File: src/rtl/utc8_pkg.sv
// Shared types and constants for the UTF-16 to chunked CESU-8 string unit.
// No dependencies; every other file in rtl refers to this package.
`timescale 1ns / 1ps
`default_nettype none

package utc8_pkg;

	localparam int LENGTH_BITS = 24;
	localparam int MAX_BYTES   = 6;
	localparam int COUNT_W     = 3;

	localparam logic [14:0] CHUNK_FULL = 15'h7fff;

	localparam logic [15:0] UNIT_REPLACEMENT = 16'hfffd;
	localparam logic [15:0] UNIT_NONCHAR_E   = 16'hfffe;
	localparam logic [15:0] UNIT_NONCHAR_F   = 16'hffff;
	localparam logic [15:0] UNIT_BOM         = 16'hfeff;
	localparam logic [15:0] UNIT_WORD_JOINER = 16'h2060;

	localparam logic [7:0] LEAD_TWO   = 8'hc0;
	localparam logic [7:0] LEAD_THREE = 8'he0;
	localparam logic [7:0] CONT_MARK  = 8'h80;
	localparam logic [7:0] CONT_MASK  = 8'h3f;

	localparam logic [7:0] MARK_STR_MORE = 8'h73; // 's'
	localparam logic [7:0] MARK_STR_LAST = 8'h53; // 'S'
	localparam logic [7:0] MARK_XML_MORE = 8'h78; // 'x'
	localparam logic [7:0] MARK_XML_LAST = 8'h58; // 'X'

	typedef enum logic {
		FUNC_START = 1'b0,
		FUNC_UNIT  = 1'b1
	} func_t;

	typedef struct packed {
		func_t       func;
		logic [15:0] code_unit;
		logic        is_xml;
		logic [23:0] total_length;
	} unit_item_t;

	typedef struct packed {
		logic [7:0] out_byte;
		logic       last;
		logic       end_of_string;
	} byte_item_t;

	typedef struct packed {
		logic [LENGTH_BITS-1:0] units_remaining;
		logic [14:0]            chunk_units_left;
		logic                   xml_kind;
	} enc_state_t;

	// Bytes produced by one item, ready for the serialiser.
	typedef struct packed {
		logic [MAX_BYTES-1:0][7:0] bytes;
		logic [COUNT_W-1:0]        count;
		logic                      eos;
	} enc_load_t;

endpackage

`default_nettype wire

File: src/rtl/utc8_encode.sv
// Combinational encoder: turns one registered item and the string state into
// the bytes it produces and the next state. Depends on utc8_pkg.
`timescale 1ns / 1ps
`default_nettype none

module utc8_encode (
	input  wire utc8_pkg::unit_item_t item,
	input  wire utc8_pkg::enc_state_t state,
	output utc8_pkg::enc_load_t       load,
	output utc8_pkg::enc_state_t      state_next
);

	typedef struct packed {
		logic [2:0][7:0] hdr;
		logic [14:0]     count;
	} header_t;

	function automatic header_t make_header(input logic [utc8_pkg::LENGTH_BITS-1:0] ur,
			input logic xml);
		header_t h;
		logic    more;
		more = (ur > utc8_pkg::LENGTH_BITS'(utc8_pkg::CHUNK_FULL));
		h.count = more ? utc8_pkg::CHUNK_FULL : ur[14:0];
		if (more) begin
			h.hdr[0] = xml ? utc8_pkg::MARK_XML_MORE : utc8_pkg::MARK_STR_MORE;
		end else begin
			h.hdr[0] = xml ? utc8_pkg::MARK_XML_LAST : utc8_pkg::MARK_STR_LAST;
		end
		h.hdr[1] = {1'b0, h.count[14:8]};
		h.hdr[2] = h.count[7:0];
		return h;
	endfunction

	always_comb begin
		logic [15:0]                     w;
		logic [utc8_pkg::LENGTH_BITS-1:0] ur_dec;
		logic [14:0]                     cl_dec;
		logic [utc8_pkg::COUNT_W-1:0]     k;
		header_t                         h;

		load       = '0;
		state_next = state;
		w          = item.code_unit;
		ur_dec     = state.units_remaining - utc8_pkg::LENGTH_BITS'(1);
		cl_dec     = state.chunk_units_left - 15'd1;
		k          = '0;
		h          = '0;

		if (item.func == utc8_pkg::FUNC_START) begin
			h                          = make_header(item.total_length, item.is_xml);
			state_next.xml_kind        = item.is_xml;
			state_next.units_remaining = item.total_length;
			state_next.chunk_units_left = h.count;
			load.bytes[0] = h.hdr[0];
			load.bytes[1] = h.hdr[1];
			load.bytes[2] = h.hdr[2];
			load.count    = utc8_pkg::COUNT_W'(3);
			load.eos      = (item.total_length == '0);
		end else if (state.units_remaining != '0) begin
			if (w == utc8_pkg::UNIT_NONCHAR_E || w == utc8_pkg::UNIT_NONCHAR_F) begin
				w = utc8_pkg::UNIT_REPLACEMENT;
			end else if (w == utc8_pkg::UNIT_BOM) begin
				w = utc8_pkg::UNIT_WORD_JOINER;
			end

			if (w < 16'h0080) begin
				load.bytes[0] = w[7:0];
				k = utc8_pkg::COUNT_W'(1);
			end else if (w < 16'h0800) begin
				load.bytes[0] = utc8_pkg::LEAD_TWO | {3'b000, w[10:6]};
				load.bytes[1] = utc8_pkg::CONT_MARK | (w[7:0] & utc8_pkg::CONT_MASK);
				k = utc8_pkg::COUNT_W'(2);
			end else begin
				load.bytes[0] = utc8_pkg::LEAD_THREE | {4'b0000, w[15:12]};
				load.bytes[1] = utc8_pkg::CONT_MARK | (w[13:6] & utc8_pkg::CONT_MASK);
				load.bytes[2] = utc8_pkg::CONT_MARK | (w[7:0] & utc8_pkg::CONT_MASK);
				k = utc8_pkg::COUNT_W'(3);
			end

			state_next.units_remaining  = ur_dec;
			state_next.chunk_units_left = cl_dec;
			load.count = k;
			load.eos   = (ur_dec == '0);

			// A unit that closes a chunk with units still to come opens the next one.
			if (ur_dec != '0 && cl_dec == 15'd0) begin
				h = make_header(ur_dec, state.xml_kind);
				state_next.chunk_units_left = h.count;
				load.count = k + utc8_pkg::COUNT_W'(3);
				case (k)
					utc8_pkg::COUNT_W'(1): begin
						load.bytes[1] = h.hdr[0];
						load.bytes[2] = h.hdr[1];
						load.bytes[3] = h.hdr[2];
					end
					utc8_pkg::COUNT_W'(2): begin
						load.bytes[2] = h.hdr[0];
						load.bytes[3] = h.hdr[1];
						load.bytes[4] = h.hdr[2];
					end
					default: begin
						load.bytes[3] = h.hdr[0];
						load.bytes[4] = h.hdr[1];
						load.bytes[5] = h.hdr[2];
					end
				endcase
			end
		end
	end

endmodule

`default_nettype wire

File: src/rtl/utc8_serial.sv
// Result register and byte serialiser: holds the bytes of one item and sends
// them one word per cycle while enc_stall is low. Depends on utc8_pkg.
`timescale 1ns / 1ps
`default_nettype none

module utc8_serial (
	input  wire                      clk,
	input  wire                      arst_n,
	input  wire                      load_valid,
	input  wire utc8_pkg::enc_load_t load,
	output logic                     can_load,
	output logic                     enc_valid,
	input  wire                      enc_stall,
	output utc8_pkg::byte_item_t     enc_word
);

	utc8_pkg::enc_load_t          buf_q;
	logic [utc8_pkg::COUNT_W-1:0] idx_q;
	logic                         valid_q;
	logic                         at_end;

	assign at_end   = (idx_q == buf_q.count - utc8_pkg::COUNT_W'(1));
	assign can_load = !valid_q || (!enc_stall && at_end);

	assign enc_valid              = valid_q;
	assign enc_word.out_byte      = buf_q.bytes[idx_q];
	assign enc_word.last          = at_end;
	assign enc_word.end_of_string = at_end && buf_q.eos;

	always_ff @(posedge clk or negedge arst_n) begin
		if (!arst_n) begin
			valid_q <= 1'b0;
			idx_q   <= '0;
		end else if (load_valid) begin
			valid_q <= 1'b1;
			idx_q   <= '0;
		end else if (valid_q && !enc_stall) begin
			if (at_end) begin
				valid_q <= 1'b0;
			end else begin
				idx_q <= idx_q + utc8_pkg::COUNT_W'(1);
			end
		end
	end

	always_ff @(posedge clk) begin
		if (load_valid) begin
			buf_q <= load;
		end
	end

	a_idx_in_range: assert property (@(posedge clk) disable iff (!arst_n)
		valid_q |-> (buf_q.count != '0 && idx_q < buf_q.count))
		else $error("serialiser index beyond the loaded byte count");

	a_more_follow: assert property (@(posedge clk) disable iff (!arst_n)
		(enc_valid && !enc_stall && !enc_word.last) |=> enc_valid)
		else $error("item cut short before its last byte");

	a_load_ok: assert property (@(posedge clk) disable iff (!arst_n)
		load_valid |-> (can_load && load.count != '0))
		else $error("serialiser loaded while busy or with no bytes");

endmodule

`default_nettype wire

File: src/rtl/utf16_to_cesu8_chunked_string_unit.sv
// Top level of the UTF-16 to chunked CESU-8 string unit: input register,
// string state, encoder and serialiser. Depends on utc8_pkg, utc8_encode, utc8_serial.
`timescale 1ns / 1ps
`default_nettype none

// The unit takes words of two kinds. A start word (func 0) opens a string of
// total_length UTF-16 units, of string or xml kind, and yields the first chunk
// header: a marker byte and a 16-bit big-endian count. A unit word (func 1)
// yields one to three CESU-8 bytes, followed by the next chunk header when it
// closes a chunk of 0x7fff units and more units remain; a unit word with no
// open string yields nothing. Each result word carries one byte; last marks the
// final byte of an input word and end_of_string the final byte of the string.
// Timing: an accepted word is registered in the input stage, encoded there
// combinationally and loaded into the result register once it is free or is
// sending its last byte. The output sends one byte per cycle while enc_stall
// is low, one to six bytes for each input word, and the next word is loaded
// as the last byte of the one before leaves. A dropped unit word leaves the
// input stage without a load. There is no clearing pass after reset.

module utf16_to_cesu8_chunked_string_unit (
	input  wire                       clk,
	input  wire                       arst_n,
	input  wire                       unit_valid,
	output logic                      unit_stall,
	input  wire utc8_pkg::unit_item_t unit_word,
	output logic                      enc_valid,
	input  wire                       enc_stall,
	output utc8_pkg::byte_item_t      enc_word
);

	// Input register stage.
	logic                 valid_s1;
	utc8_pkg::unit_item_t item_s1;

	// String state: units left, units left in the chunk, marker kind.
	utc8_pkg::enc_state_t state_q;
	utc8_pkg::enc_state_t state_next;
	utc8_pkg::enc_load_t  load;

	logic can_load;
	logic produces;
	logic advance;
	logic accept;

	utc8_encode u_encode (
		.item       (item_s1),
		.state      (state_q),
		.load       (load),
		.state_next (state_next)
	);

	// A word that yields no bytes leaves the input stage at once; otherwise it
	// waits until the result register is free or about to be emptied.
	assign produces   = (load.count != '0);
	assign advance    = valid_s1 && (can_load || !produces);
	assign unit_stall = valid_s1 && !advance;
	assign accept     = unit_valid && !unit_stall;

	always_ff @(posedge clk or negedge arst_n) begin
		if (!arst_n) begin
			valid_s1 <= 1'b0;
			state_q  <= '0;
		end else begin
			if (accept) begin
				valid_s1 <= 1'b1;
			end else if (advance) begin
				valid_s1 <= 1'b0;
			end
			if (advance) begin
				state_q <= state_next;
			end
		end
	end

	always_ff @(posedge clk) begin
		if (accept) begin
			item_s1 <= unit_word;
		end
	end

	utc8_serial u_serial (
		.clk        (clk),
		.arst_n     (arst_n),
		.load_valid (advance && produces),
		.load       (load),
		.can_load   (can_load),
		.enc_valid  (enc_valid),
		.enc_stall  (enc_stall),
		.enc_word   (enc_word)
	);

	a_stall_needs_item: assert property (@(posedge clk) disable iff (!arst_n)
		unit_stall |-> valid_s1)
		else $error("input stalled with the input stage empty");

	a_start_sets_length: assert property (@(posedge clk) disable iff (!arst_n)
		(advance && item_s1.func == utc8_pkg::FUNC_START)
		|=> (state_q.units_remaining == $past(item_s1.total_length)))
		else $error("start word did not load the string length");

	a_drop_keeps_state: assert property (@(posedge clk) disable iff (!arst_n)
		(advance && item_s1.func == utc8_pkg::FUNC_UNIT && state_q.units_remaining == '0)
		|=> (state_q == $past(state_q)))
		else $error("unit word with no open string changed the state");

endmodule

`default_nettype wire
File: config.mk
export PLATFORM = sky130hd
export DESIGN_NAME = utf16_to_cesu8_chunked_string_unit
export DESIGN_NICKNAME = d
export VERILOG_FILES = /design/src/rtl/utc8_pkg.sv /design/src/rtl/utc8_encode.sv /design/src/rtl/utc8_serial.sv /design/src/rtl/utf16_to_cesu8_chunked_string_unit.sv
export SDC_FILE = /design/constraint.sdc
export NUM_CORES = 1
export LEC_CHECK = 0
export BUFFER_PORTS_ARGS = -buffer_cell sky130_fd_sc_hd__buf_2
export CAP_MARGIN = 25
export CORE_MARGIN = 5
export CORE_UTILIZATION = 45
export DETAILED_ROUTE_END_ITERATION = 12
export SKIP_LAST_GASP = 1
export SYNTH_ARGS = -nofsm -noshare
export SYNTH_HDL_FRONTEND = slang
export SYNTH_SLANG_ARGS = --single-unit
File: constraint.sdc
create_clock -name clk -period 5.8 [get_ports clk]
set_input_delay 1.16 -clock clk [delete_from_list [all_inputs] [get_ports clk]]
set_output_delay 1.16 -clock clk [all_outputs]
set_load 0.005 [all_outputs]
* After elaboration in Yosys (flattened, before gate mapping)
Cells that the tools add are included.
Storage, ports and cells: bits in registers 139, bits of input ports 46, output and inout bits 12, logic and storage cells 113
Operators by class: add/sub/neg operators 5, $lt $le $gt $ge 5, equal/unequal tests 8, muxes and demuxes 41, bitwise operators 3, reduce and logical (&&, ||, !) cells 32
Operators with widths (number):
- $mux W16 | 6
- $mux W39 | 2
- $mux W28 | 2
- $eq A16 B16 Y1 const B | 3
- $gt A24 B15 Y1 const B | 2
- $logic_not A24 Y1 | 2
- $mux W8 | 6
- $pmux W8 S2 | 3
- $reduce_bool A24 Y1 | 2
- $mux W15 | 3
- $bmux W8 S3 | 1
- $sub A24 B1 Y24 const B | 1
- $mux W3 | 7
- $lt A16 B12 Y1 const B | 1
- $lt A16 B8 Y1 const B | 1
- $mux W4 | 4
- $logic_not A15 Y1 | 1
- $sub A15 B1 Y15 const B | 1
- $mux W14 | 1
- $reduce_and A2 Y1 | 5
- $logic_and A1 B1 Y1 | 8
- $mux W1 | 6
- $reduce_bool A2 Y1 | 3
- $logic_not A1 Y1 | 5
- 13 further kinds | 18

* Logic depth before layout (Yosys ltp)
Gate-level depths: netlist of run 1.
depth after elaboration 24, mapped depth 15, mapped depth without buffers 11

* Modules after synthesis
Synthesis of run 1 repeated with hierarchy kept, for this count alone.
Unflattened totals: cell total of the unflattened synthesis 806, area total of the unflattened synthesis 8534.4 um2
Modules (own cells, without submodules):
- utc8_encode | times used 1, cells an instance 548, area an instance 3260.6 um2, seq. area each 0.0 um2
- utf16_to_cesu8_chunked_string_unit | times used 1, cells an instance 133, area an instance 2985.4 um2, seq. area each 2287.2 um2
- utc8_serial | times used 1, cells an instance 125, area an instance 2288.4 um2, seq. area each 1661.6 um2

* Worst setup path before layout of run 1
Ideal clock, no wire load.
path type register to register, start reg state_q[16] (netlist name), end reg item_s1[0] (netlist name), enable pin, setup time 0.446 ns, arrival time 4.162 ns, data required time 5.354 ns, path slack 1.192 ns, cell stages (with the launch flop) 13, buffers on the path 3, clock period less this slack 4.608 ns, cells stage by stage dfrtp_1 > inv_1 > ha_1 > buf_2 > nor3b_2 > and4_1 > clkbuf_1 > and2_1 > clkbuf_1 > nand2_1 > nand2_1 > nor2_1 > nor2b_1
On the way: cells in the longest elaborated chain, start to end 14, elaborated cells between the ends (all ways) 15, classes of those cells add/sub: 1; mux: 3; reduce/logical: 11
Ends and longest elaborated chain:
- start, declared | line utf16_to_cesu8_chunked_string_unit.sv:36 | utc8_pkg::enc_state_t state_q;
- start signal, assigned | line utf16_to_cesu8_chunked_string_unit.sv:70 | state_q <= state_next;
- $sub A24 B1 Y24 | line utc8_encode.sv:44 | ur_dec = state.units_remaining - utc8_pkg::LENGTH_BITS'(1);
- $reduce_bool A24 Y1 | line utc8_encode.sv:86 | if (ur_dec != '0 && cl_dec == 15'd0) begin
- $logic_and A1 B1 Y1 | line utc8_encode.sv:86
- $mux W3 | line utc8_encode.sv:86
- $mux W28 * | line utc8_encode.sv:59 | end else if (state.units_remaining != '0) begin
- $mux W28 * | line utc8_encode.sv:49 | if (item.func == utc8_pkg::FUNC_START) begin
- $reduce_bool A3 Y1 * | line utf16_to_cesu8_chunked_string_unit.sv:54 | assign produces = (load.count != '0);
- $logic_not A1 Y1 * | line utf16_to_cesu8_chunked_string_unit.sv:55 | assign advance = valid_s1 && (can_load || !produces);
- $logic_or A1 B1 Y1 * | line utf16_to_cesu8_chunked_string_unit.sv:55
- $logic_and A1 B1 Y1 * | line utf16_to_cesu8_chunked_string_unit.sv:55
- $logic_not A1 Y1 * | line utf16_to_cesu8_chunked_string_unit.sv:56 | assign unit_stall = valid_s1 && !advance;
- $logic_and A1 B1 Y1 * | line utf16_to_cesu8_chunked_string_unit.sv:56
- via unit_stall | line utf16_to_cesu8_chunked_string_unit.sv:24 | output logic unit_stall,
- $logic_not A1 Y1 * | line utf16_to_cesu8_chunked_string_unit.sv:57 | assign accept = unit_valid && !unit_stall;
- $logic_and A1 B1 Y1 * | line utf16_to_cesu8_chunked_string_unit.sv:57
- via accept | line utf16_to_cesu8_chunked_string_unit.sv:43 | logic accept;
- end signal, assigned | line utf16_to_cesu8_chunked_string_unit.sv:77 | item_s1 <= unit_word;
- end, declared | line utf16_to_cesu8_chunked_string_unit.sv:33 | utc8_pkg::unit_item_t item_s1;
The timed path passes the listed nets; every way through them passes the cells marked *. A chain may end at the register's enable or synchronous reset.

* Final worst setup path of run 1
start reg state_q[16] (netlist name), end out unit_stall
On the way: cells in the longest elaborated chain, start to end 12, elaborated cells between the ends (all ways) 13, classes of those cells add/sub: 1; mux: 3; reduce/logical: 9
Ends and longest elaborated chain (line):
- $sub A24 B1 Y24 | utc8_encode.sv:44
- $reduce_bool A24 Y1 | utc8_encode.sv:86
- $logic_and A1 B1 Y1 | utc8_encode.sv:86
- $mux W3 | utc8_encode.sv:86
- $mux W28 * | utc8_encode.sv:59
- $mux W28 * | utc8_encode.sv:49
- $reduce_bool A3 Y1 * | utf16_to_cesu8_chunked_string_unit.sv:54
- $logic_not A1 Y1 * | utf16_to_cesu8_chunked_string_unit.sv:55
- $logic_or A1 B1 Y1 * | utf16_to_cesu8_chunked_string_unit.sv:55
- $logic_and A1 B1 Y1 * | utf16_to_cesu8_chunked_string_unit.sv:55
- $logic_not A1 Y1 * | utf16_to_cesu8_chunked_string_unit.sv:56
- $logic_and A1 B1 Y1 * | utf16_to_cesu8_chunked_string_unit.sv:56
- end, declared | utf16_to_cesu8_chunked_string_unit.sv:24
Mark *: on every way between the ends. The rest lies on a longest branch, timed or not.

==> results of run 1 <==
-- cells by family (layout without fill, tap and decap cells) --
logic type,after synthesis,after routing,share of synthesized area [%]
multiplexers,24,24,4.26
buffers and inverters,85,124,4.59
flip-flops,139,139,49.5
adder cells (fa/ha/maj),6,6,0.941
XOR/XNOR,31,31,3.40
AO/OA/AOI/OAI,228,228,18.0
AND/OR/NAND/NOR,292,292,19.3
-- flip-flops by register name, summed over array words and instances (netlist names) --
name                flops
state_q                40
valid_s1                1
u_serial.idx_q          3
item_s1                42
u_serial.buf_q         52
u_serial.enc_valid      1
-- critical path, stage by stage (launching register included) --
cell,delay (ns)
dfrtp_1,0.48
inv_1,0.19
ha_1,0.35
nor3b_2,0.50
and4_1,0.46
and2_1,0.44
nand2_1,0.11
nand2_1,0.11
nor2_1,0.11
buf_2,0.20
-- final cells by class --
| type | instances | area, um^2 |
|---|---|---|
| clock inverter | 13 | 121 |
| fill | 1563 | 8430 |
| clock buffer | 18 | 429 |
| inverter | 25 | 93.8 |
| multi-input combinational | 581 | 3670 |
| sequential | 139 | 3950 |
| tap | 225 | 282 |
| timing repair buffer | 68 | 380 |
-- cell usage in the layout (no fill, tap or decap), types with 16 or more instances in the layout --
| cell type | n |
|---|---|
| edfxtp_1 | 94 |
| nor2_1 | 76 |
| o21ai_0 | 66 |
| nand2_1 | 64 |
| a21oi_1 | 59 |
| buf_2 | 57 |
| dfrtp_1 | 45 |
| nor3_1 | 27 |
| inv_1 | 24 |
| xnor2_1 | 21 |
| o22ai_1 | 17 |
| nand3_1 | 17 |
| clkbuf_16 | 17 |
| mux2i_1 | 16 |
-- per-stage QoR --
step	total power [uW]	setup WS [ns]
3_3_place_gp	2650	1.81
6_report	3700	1.27
2_1_floorplan	2340	1.19
5_1_grt	3900	0.969
4_1_cts	3700	1.31
3_5_place_dp	2680	1.69
-- power by group through the flow --
stage / sequential, uW / clock (uW) / combinational [uW]
floorplan: 1440 / 0 / 897
global placement: 1610 / 0 / 1030
CTS: 1600 / 1030 / 1070
global route: 1640 / 1080 / 1180
detailed placement: 1620 / 0 / 1060
finish: 1610 / 1020 / 1070
-- worst min-delay path by stage --
| stage | endpoint | slack (ns) | cells after the start |
|---|---|---|---|
| detailed placement | u_serial.enc_valid | 0.51 | 2 |
| global route | state_q[39] | 0.59 | 2 |
| finish | u_serial.enc_valid | 0.53 | 2 |
| CTS | u_serial.enc_valid | 0.53 | 2 |
| global placement | u_serial.enc_valid | 0.53 | 2 |
| floorplan | u_serial.enc_valid | 0.49 | 2 |
-- metal layers --
| layer | vias to the layer above | global-route usage [%] | wire [um] | part of all wire (%) |
|---|---|---|---|---|
| met5 | - | 0 | 0 | 0 |
| met3 | 55 | 5.43 | 1980 | 8.3 |
| met2 | 356 | 36.1 | 11000 | 46 |
| li1 | 3072 | - | - | - |
| met4 | 0 | 9.05 | 824 | 3.4 |
| met1 | 3205 | 32.8 | 10100 | 42 |
==> flow_summary.yaml, run 1 <==
outcome:
  outcome: "complete, no violations"
clock_tree:
  insertion_delay_ns: 0.42
  cts_tree: "yes"
  postCtsSetupRepairBufs: 0
  cts_sinks: 139
  cts_hold_buf: 0
  cts_resized: 0
  numCtsBuffers: 17
  clockBufferDepth: 2
  htreeDepth: 4
  path_clk_slew_ns: 0.06
  cts-root-buf: "clkbuf_16"
place:
  hpwlAfterDp_mm: 17.6
  placed_cells: 1038
  port_buffers: 57
  place.gp.congestion: 0.957
  place_area_um2: 8380
synth:
  yosys_warnings: 0
  yosysTopAreaCell: "edfxtp_1"
  synth_nets: 857
  synth_flop_cell: "edfxtp_1"
  syn_avg_cell_area_um2: 9.91
  netlist_instances: 805
  synth_top_cell_area_share_pct: 35.4
  synth_edf_count: 94
  synth_cell_types: 80
  async_reset_ff_share_pct: 32.4
  yosysSeqAreaShare_pct: 49.5
  synth_commonest_cells: "edfxtp_1, nor2_1, o21ai_0"
  synth_area_um2: 7980
  yosys-top-cells-area: "edfxtp_1, dfrtp_1, o21ai_0"
  synth.most_common_cell: "edfxtp_1"
  synth_seq_cells: 139
power:
  seqPwrFrac_pct: 43.5
  switching_power_uw: 1380
  combPwrFrac_pct: 29.0
  power.internal_uw: 2320
  clockPowerShare_pct: 27.5
  p_leak_uw: 0.00322
  switching_share_pct: 37.3
  ir_drop_mv: 0.279
  cellPowerDensity_nw_per_um2: 415
sta:
  rsz0062_at_grt: "false"
  max-slew-margin-rel_pct: 33.3
  timing.fmax_mhz: 221
  fin_skew_ns: 0.00996
  period_minus_slack_ns: 4.53
  maxSlewViolCount: 0
  finalHoldViolCount: 0
  tns_ns: 0
  worstMarginPinSlew_ns: 0.997
  min_period_over_period_pct: 78.2
  setup_viol: 0
  whs_ns: 0.529
setup_path:
  required_ns: 4.64
  end_kind: "primary output"
  r2r_slack_ns: 1.64
  crit_path_end: "unit_stall"
  crit_start: "state_q[16]"
  reg2reg_from: "state_q[16]"
  r2r-end: "u_serial.buf_q[23]"
  rr_worst_depth: 11
  crit_type: "reg2out"
  crit_fanout: 8
  critPathLaunchType: "flop"
  arrival_ns: 3.37
floorplanning:
  die_area_um2: 20500
  coreArea_um2: 17400
  die_y_um: 143
  die_w_um: 143
  start_util_pct: 46.0
  num_io_pins: 58
  rows: 48
route:
  via_per_inst: 6.26
  routed_wl_mm: 23.9
  vias: 6688
  routedWlPerCell_um: 22.4
  drc: 0
  first_pass_iters: 8
  ant_nets: 0
  drt_iter0_drc: 740
global_route:
  grt_pass1_wl_mm: 36.8
  grt_max_degree: 52
  grt_pass1_vias: 6312
  grt_usage_pct: 23.6
  grt-ovfl-total: 0
  antenna_found_initial: 0
min_path:
  worstHoldStart: "valid_s1"
  hp-class: "reg2reg"
final_layout:
  areaGrowthSynthToFinish_pct: 11.9
  utilization_pct: 51.4
  fin_cells: 1069
  drive_gt1_share_pct: 16.8
  nets: 884
  diodes: 0
  final_area_um2: 8930
flow_run:
  cap_violations: 0
Note: power is estimated with default switching activity, not from simulation.
==> inputs of run 2 (changes only) <==
==> constraint.sdc (replaced) <==
create_clock -name clk -period 4.2 [get_ports clk]
set_input_delay 0.84 -clock clk [delete_from_list [all_inputs] [get_ports clk]]
set_output_delay 0.84 -clock clk [all_outputs]
set_load 0.005 [all_outputs]
==> flow_summary.yaml, run 2 (synthesized netlist as in run 1, its figures left out) <==
route:
  drc: 0
  ant_nets: 0
  vias: 6824
  routedWlPerCell_um: 22.1
  via_per_inst: 6.30
  first_pass_iters: 5
  drt_iter0_drc: 906
  routed_wl_mm: 23.9
setup_path:
  slowest_stage: "dfrtp_1"
  cpPeakStageDelay_ns: 0.51
  end_kind: "primary output"
  crit_type: "reg2out"
  critPathLaunchType: "flop"
  path_cells: "inv_1 > ha_1 > nor3b_2 > and4_1 > buf_4 > and2_1 > nand2_1 > nand2_1 > nor2_2 > buf_2"
  path_common_cell: "nand2_1"
  required_ns: 3.36
  arrival_ns: 3.18
  crit_fanout: 8
  cp_top_family: "simple AND/OR/NAND/NOR gates"
  crit_buf_inv: 3
power:
  cellPowerDensity_nw_per_um2: 585
  p_leak_uw: 0.00333
  ir_drop_mv: 0.360
final_layout:
  largest_reg_flops: 52
  final_common_cell: "edfxtp_1"
  fillers: 1512
  final_cell_mix: "edfxtp_1, nor2_1, o21ai_0"
  top_register: "u_serial.buf_q"
  drive_gt1_share_pct: 18.4
  top_regs: "u_serial.buf_q x52, item_s1 x42, state_q x40"
  nets: 898
  diodes: 0
  areaGrowthSynthToFinish_pct: 14.1
  final_area_um2: 9100
clock_tree:
  cts-root-buf: "clkbuf_16"
  clockBufferDepth: 2
  postCtsSetupRepairBufs: 0
  insertion_delay_ns: 0.43
  cts_sinks: 139
  cts_tree: "yes"
  numCtsBuffers: 17
  path_clk_slew_ns: 0.06
  htreeDepth: 4
place:
  place_area_um2: 8480
  port_buffers: 57
  dp_slack_ns: 0.335
  place.gp.congestion: 0.946
  hpwlAfterDp_mm: 17.8
sta:
  fin_skew_ns: 0.00791
  min_period_over_period_pct: 95.7
  finalHoldViolCount: 0
  rsz0062_at_grt: "false"
  period_minus_slack_ns: 4.02
  timing.fmax_mhz: 249
  tns_ns: 0
  worst_slack_ns: 0.182
  maxSlewViolCount: 0
  setup_viol: 0
  max-slew-margin-rel_pct: 41.9
  worstMarginPinSlew_ns: 0.860
global_route:
  grt_pass1_vias: 6565
  grt_usage_pct: 23.8
  antenna_found_initial: 0
  grt_max_degree: 53
  grt_pass1_wl_mm: 37.3
  grt-ovfl-total: 0
floorplanning:
  die_area_um2: 20500
  num_io_pins: 58
  die_y_um: 143
  start_util_pct: 46.0
  coreArea_um2: 17400
  rows: 48
  die_w_um: 143
flow_run:
  cap_violations: 0
min_path:
  hp-class: "in2async"
outcome:
  outcome: "complete, no violations"
run 2: path summary, 6_finish.rpt:
| kind | from | end | slack [ns] | cells past startpoint |
|---|---|---|---|---|
| max | state_q[16] | unit_stall | 0.18 | 10 |
| min | arst_n | state_q[37] | 0.34 | 1 |
| max reg2reg | state_q[1] | u_serial.buf_q[15] | 0.27 | 10 |
| min reg2reg | state_q[21] | state_q[21] | 0.57 | 2 |
| max in group asynchronous | arst_n | state_q[15] | 3.04 | 2 |
| min in group clk | state_q[21] | state_q[21] | 0.57 | 2 |
run 2: power by group:
group,total [uW],switching (uW),leakage [uW],internal (uW)
clock network,1580,571,0.000296,1010
registers,2260,481,0.00137,1780
logic,1490,859,0.00166,631
run 2: through the flow:
stage	instances	util, %	total power [uW]	hold slack [ns]
finish	1083	52.5	5320	0.341
detailed placement	1052	48.9	3730	0.550
CTS	1083	52.4	5310	0.326
global route	1083	52.5	5590	0.348
global placement	1052	48.9	3690	0.540
floorplan	805	-	3230	0.486
run 2: layer usage:
metal	vias up	GRT usage, %	part of all wire, %
li1	3098	-	-
met2	353	37.5	47
met4	0	10.2	3.7
met1	3315	32.3	42
met3	58	4.62	7.4
met5	-	0	0
run 2: area by class of cell:
class                      count  area (um^2)  share of cell area (%)
clock buffer                  20          447                    4.91
clock inverter                11          171                    1.88
inverter                      25         93.8                    1.03
multi-input combinational    581         3680                    40.4
sequential                   139         3950                    43.4
tap                          225          282                    3.09
timing repair buffer          82          485                    5.33
run 2: worst reg2reg max path: cells and delay by family (launching register included):
family                   cells  cell delay, ns
adder cells (fa/ha/maj)      1            0.30
flip-flops                   1            0.48
AND/OR/NAND/NOR              4            1.92
AO/OA/AOI/OAI                3            0.79
XOR/XNOR                     1            0.17
buffers and inverters        1            0.10
run 2: timing repair:
item / in CTS / in global routing
gates resized for setup: 0 / 2
hold buffers: 0 / 0
setup endpoints to repair: 0 / 7
